--- config.mk ---
export PLATFORM = sky130hd
export DESIGN_NAME = sal_ctrl
export DESIGN_NICKNAME = d
export VERILOG_FILES = /design/src/hdl/sal_pkg.sv /design/src/hdl/sal_ctrl.sv
export SDC_FILE = /design/constraint.sdc
export NUM_CORES = 1
export LEC_CHECK = 0
export BUFFER_PORTS_ARGS = -buffer_cell sky130_fd_sc_hd__clkbuf_2
export CELL_PAD_IN_SITES_DETAIL_PLACEMENT = 1
export CELL_PAD_IN_SITES_GLOBAL_PLACEMENT = 1
export CORE_AREA = 2 2 39 41
export CTS_CLUSTER_DIAMETER = 100
export DETAILED_ROUTE_END_ITERATION = 6
export DIE_AREA = 0 0 41 43
export GPL_TIMING_DRIVEN = 0
export PLACE_DENSITY_LB_ADDON = 0.2
export SLEW_MARGIN = 20
export SYNTH_ARGS = -nofsm -noshare
export SYNTH_HDL_FRONTEND = slang
export SYNTH_SLANG_ARGS = --single-unit
--- constraint.sdc ---
create_clock -name i_clk -period 1.75 [get_ports i_clk]
set_clock_uncertainty 0.05 [all_clocks]
set_input_delay 0.0875 -clock i_clk [delete_from_list [all_inputs] [get_ports i_clk]]
set_output_delay 0.0875 -clock i_clk [all_outputs]
set_load 0.05 [all_outputs]
--- src/hdl/sal_pkg.sv ---
package sal_pkg;

    // sizing
    localparam int SOURCE_SLOTS = 256;
    localparam int MAX_SIDE     = 4096;
    localparam int SLOT_W       = $clog2(SOURCE_SLOTS);
    localparam int SID_W        = 8;
    localparam int SID_EXT_W    = (SLOT_W > SID_W) ? SLOT_W : SID_W;
    localparam int SIDE_W       = 13;
    localparam int CNT_W        = 9;
    localparam int AREA_W       = 25;
    localparam int ACT_W        = 3;
    localparam int IN_TDATA_W   = 40;
    localparam int OUT_TDATA_W  = 96;
    localparam int CFG_IDX_W    = 1;

    localparam logic [SIDE_W-1:0] ATLAS_RESET = 13'd1024;

    // configuration register indexes
    localparam logic [CFG_IDX_W-1:0] CFG_ATLAS_WIDTH  = 1'd0;
    localparam logic [CFG_IDX_W-1:0] CFG_ATLAS_HEIGHT = 1'd1;

    typedef enum logic [ACT_W-1:0] {
        ACT_ALLOC  = 3'd0,
        ACT_FREE   = 3'd1,
        ACT_LOOKUP = 3'd2,
        ACT_CLEAR  = 3'd3,
        ACT_STATS  = 3'd4
    } t_action;

    typedef struct packed {
        logic [SIDE_W-1:0] h;
        logic [SIDE_W-1:0] w;
        logic [SIDE_W-1:0] y;
        logic [SIDE_W-1:0] x;
    } t_rect;

    // controller to datapath
    typedef struct packed {
        logic load;
        logic fetch;
        logic place;
        logic emit;
    } t_cmd;

    // datapath to controller
    typedef struct packed {
        logic out_free;
    } t_stat;

    // atlas side clamped to the largest supported side
    function automatic logic [SIDE_W-1:0] eff_side(input logic [SIDE_W-1:0] v);
        logic [SIDE_W-1:0] r;
        if (32'(v) > MAX_SIDE) begin
            r = SIDE_W'(MAX_SIDE);
        end else begin
            r = v;
        end
        return r;
    endfunction

endpackage

--- src/hdl/sal_ctrl.sv ---
module sal_ctrl (
    input  logic           i_clk,
    input  logic           i_rst_n,
    input  logic           i_s_tvalid,
    output logic           o_s_tready,
    input  sal_pkg::t_stat i_stat,
    output sal_pkg::t_cmd  o_cmd
);

    typedef enum logic [1:0] {
        S_IDLE,
        S_FETCH,
        S_PLACE,
        S_EMIT
    } t_state;

    t_state r_state;

    always_comb begin
        o_s_tready  = (r_state == S_IDLE);
        o_cmd.load  = (r_state == S_IDLE) && i_s_tvalid;
        o_cmd.fetch = (r_state == S_FETCH);
        o_cmd.place = (r_state == S_PLACE);
        o_cmd.emit  = (r_state == S_EMIT) && i_stat.out_free;
    end

    always_ff @(posedge i_clk) begin
        if (!i_rst_n) begin
            r_state <= S_IDLE;
        end else begin
            case (r_state)
                S_IDLE: begin
                    if (i_s_tvalid) begin
                        r_state <= S_FETCH;
                    end
                end
                S_FETCH: r_state <= S_PLACE;
                S_PLACE: r_state <= S_EMIT;
                S_EMIT: begin
                    // wait for room in the output register
                    if (i_stat.out_free) begin
                        r_state <= S_IDLE;
                    end
                end
                default: r_state <= S_IDLE;
            endcase
        end
    end

endmodule

# Yosys cells after proc, flatten, opt, wreduce, memory -nomap -nowiden
# Cells that the tools add are included.
# Widths: inputs -> output; s select.
dict set report classes {
  eq_ne 5
  n_mux 3
  n_reduce_logical 4
}
# operator n
set ops {}
lappend ops {{$pmux 2 s4} 1}
lappend ops {{$eq 2x2->1 const B} 2}
lappend ops {{$mux 2} 2}
lappend ops {{$ne 2x2->1 const B} 2}
lappend ops {{$eq 2x1->1 const B} 1}
lappend ops {{$logic_and 1x1->1} 2}
lappend ops {{$logic_not 2->1} 1}
lappend ops {{$reduce_and 2->1} 1}
dict set report word_totals {
  regBits 2
  out_inout_bits 5
}

# Depth between registers and ports, before layout
dict set report logic_depth {
  depth_word 3
  ltp_mapped 4
  depth_no_buf 4
}

# Least setup slack after synthesis
# Ideal clock, no wire load.
dict set report synth_path {
  path_type {reg2out}
  startpoint {register r_state[0]}
  endpoint {output o_cmd[3] (netlist name)}
  t_arrival_ns 1.417
  required_ns 1.612
  slack_ns 0.195
  stages_incl_launch_ff 4
  n_path_buf 0
  path_cell_list {dfxtp_1 > inv_1 > ha_1 > and2_1}
}
# item line_no
set synth_lines {}
lappend synth_lines {{start, declared} sal_ctrl.sv:17} ;# t_state r_state;
lappend synth_lines {{start signal, assigned} sal_ctrl.sv:29} ;# r_state <= S_IDLE;
lappend synth_lines {{start signal, assigned} sal_ctrl.sv:34} ;# r_state <= S_FETCH;
lappend synth_lines {{start signal, assigned} sal_ctrl.sv:37} ;# S_FETCH: r_state <= S_PLACE;
lappend synth_lines {{end, declared} sal_ctrl.sv:7} ;# output sal_pkg::t_cmd o_cmd

==> results.yml <==
status:
  outcome: "finished clean"
worst_setup_path:
  cp_slowest_cell: "dfxtp_1"
  crit_type: "flip-flop to primary output"
  crit_required_ns: 1.61
  path_buf_inv: 2
  reg2reg_depth: 4
  slowest_delay_ns: 0.38
  critPathArrivalTime_ns: 1.30
  crit_path_start: "r_state[0]$_SDFFE_PN0P_"
  crit_end: "o_cmd[3]"
  cp_top_family: "flip-flops"
  cp-start-kind: "flip-flop"
  path_cells: "inv_1 > ha_1 > and2_1 > clkbuf_2"
  reg2reg_slack_ns: 0.48
  cp.depth: 4
  endpoint_kind: "primary output"
  reg2reg_from: "r_state[0]$_SDFFE_PN0P_"
  worst_r2r_endpoint: "r_state[0]$_SDFFE_PN0P_"
  cp_max_fo: 4
yosys:
  synthCells: 18
  ys_ff_latch: 2
  synth.distinct_cells: 11
  yosysWarnings: 0
  synth.cell_area_um2: 171.4
  yosysTopAreaCellShare: 0.2920
  yosysTopAreaCell: "ha_1"
  ys_seq_area_frac: 0.2336
  synth_nets: 26
  synth_area_leaders: "ha_1 29%, dfxtp_1 23%, nor2b_4 8.0%, inv_1 6.6%, mux2i_1 5.8%"
  syn-mean-instance-area_um2: 9.523
clocking:
  clkSinkCount: 2
  cts-root-buf: "clkbuf_4"
  cts_tree: "yes"
  clock_latency_ns: 0.22
  post-cts-setup-buffer-count: 0
  htree_levels: 1
  cts_buffers: 3
  ctsResizeCount: 0
  clk_transition_reported_paths_ns: 0.03
  cts-hold-fix-buffers: 0
  cts_buffer_depth: 2
sta:
  slew_headroom: 0.8153
  rsz0062_at_grt: "false"
  fin_crit_ns: 1.437
  tightest_slew_ns: 0.2782
  fin_crit_sh: 0.8212
  setup_viol: 0
  fmax_mhz: 695.8
  finalMaxSlewViolations: 0
  fin_setup_tns_ns: 0
  finalHoldViolations: 0
floorplanning:
  dieArea_um2: 1763
  dieHeight_um: 43
  io_pins: 9
  start_util: 0.1239
  core_area_um2: 1384
  core.rowCount: 14
  chipWidth_um: 41
global_routing:
  overflow: 0
  grt_max_degree: 5
  grt_pass1_wl_um: 579
  grt_antenna_before_repair: 0
  grt_pass1_vias: 156
  grt_use_total: 0.05506
route:
  viasPerCell: 3.511
  ant_nets: 0
  drt_iter0_markers: 0
  routed_wl_um: 360
  drt-pass1-iter-count: 1
  vias: 158
  wl_per_cell_um: 8.000
  drc: 0
cells_and_area:
  syn2layout_area_growth_pct: 48.18
  nNetsFinal: 39
  largestRegisters: "r_state: 2 flops"
  layout_commonest_cell: "clkbuf_2"
  largest_reg_flops: 2
  top_register: "r_state"
  postLayoutCoreUtil: 0.1835
  final_cell_mix: "8 x clkbuf_2, 4 x ha_1, 3 x inv_1, 3 x clkbuf_4"
  n_antenna_cell: 0
  final_layout_size_suffix_gt1_frac: 0.4828
run:
  cap_viol_max_count: 0
pwr:
  power_density_nw_per_um2: 1817
  p_leak_nw: 0.1305
  ir_worst_vdd_mv: 0.2964
placed_design:
  io_buffer_count: 8
  dp_hpwl_um: 310.3
  gp_congestion: 0.5785
hold_path:
  hold_class: "input pin to flip-flop"
  hold_depth: 3
-- logic make-up (layout without fill, tap and decap cells) --
logic type / after synthesis / after routing / share of synthesized area
flip-flops: 2 / 2 / 0.2336
adder cells (fa/ha/maj): 4 / 4 / 0.2920
AND/OR/NAND/NOR: 5 / 5 / 0.2044
multiplexers: 1 / 1 / 0.05840
AO/OA/AOI/OAI: 3 / 3 / 0.1460
buffers and inverters: 3 / 14 / 0.06569
-- synthesized netlist by cell type --
| cell | n |
|---|---|
| ha_1 | 4 |
| inv_1 | 3 |
| dfxtp_1 | 2 |
| nand2_1 | 2 |
| a21oi_2 | 1 |
| and2_1 | 1 |
| and2_2 | 1 |
| mux2i_1 | 1 |
| nor2b_4 | 1 |
| o21a_1 | 1 |
| o31a_1 | 1 |
-- metrics by stage --
stage / total power, mW / instances / setup WS, ns / area [um^2] / hold slack (ns)
final: 0.4615 / 45 / 0.3129 / 254.0 / 0.09509
after global routing: 0.4991 / 45 / 0.2496 / 254.0 / 0.1078
after CTS: 0.4752 / 45 / 0.2856 / 254.0 / 0.09625
after detailed placement: 0.3681 / 42 / 0.4701 / 231.5 / 0.3301
after global placement: 0.3664 / 42 / 0.4869 / 231.5 / 0.3155
after floorplan: 0.3183 / 18 / 0.1955 / 171.4 / 0.1838
-- tightest hold or removal path: cells and delay by family --
family	cells	cell delay, ns
buffers and inverters	1	0.10
and+or+nand+nor	1	0.06
muxes	1	0.06
-- layout make-up --
class                           instances  area [um^2]
Clock buffer                            3        22.52
Fill cell                             170         1130
Inverter                                3        11.26
Multi-Input combinational cell         13        120.1
Sequential cell                         2        40.04
Tap cell                               16        20.02
Timing Repair Buffer                    8        40.04
-- per-layer routing --
layer | vias up | GRT usage | wire [um]
met3 | 0 | 0.03141 | 29
met2 | 5 | 0.06563 | 179
met4 | 0 | 0.08000 | 0
met5 | - | 0 | 0
li1 | 81 | - | -
met1 | 72 | 0.05096 | 151
-- power breakdown --
group | switching, mW | internal [mW] | total [mW]
combinational | 0.202 | 0.0774 | 0.280
sequential | 0.0182 | 0.0630 | 0.0811
clock | 0.0249 | 0.0755 | 0.100
-- worst min path at each step --
stage | to | startpoint
finish | r_state[1]$_SDFFE_PN0P_ | i_rst_n
global route | r_state[1]$_SDFFE_PN0P_ | i_rst_n
CTS | r_state[1]$_SDFFE_PN0P_ | i_rst_n
detailed placement | r_state[1]$_SDFFE_PN0P_ | i_rst_n
global placement | r_state[1]$_SDFFE_PN0P_ | i_rst_n
floorplan | r_state[1]$_SDFFE_PN0P_ | i_rst_n
Power figures use the tool's default switching activity.
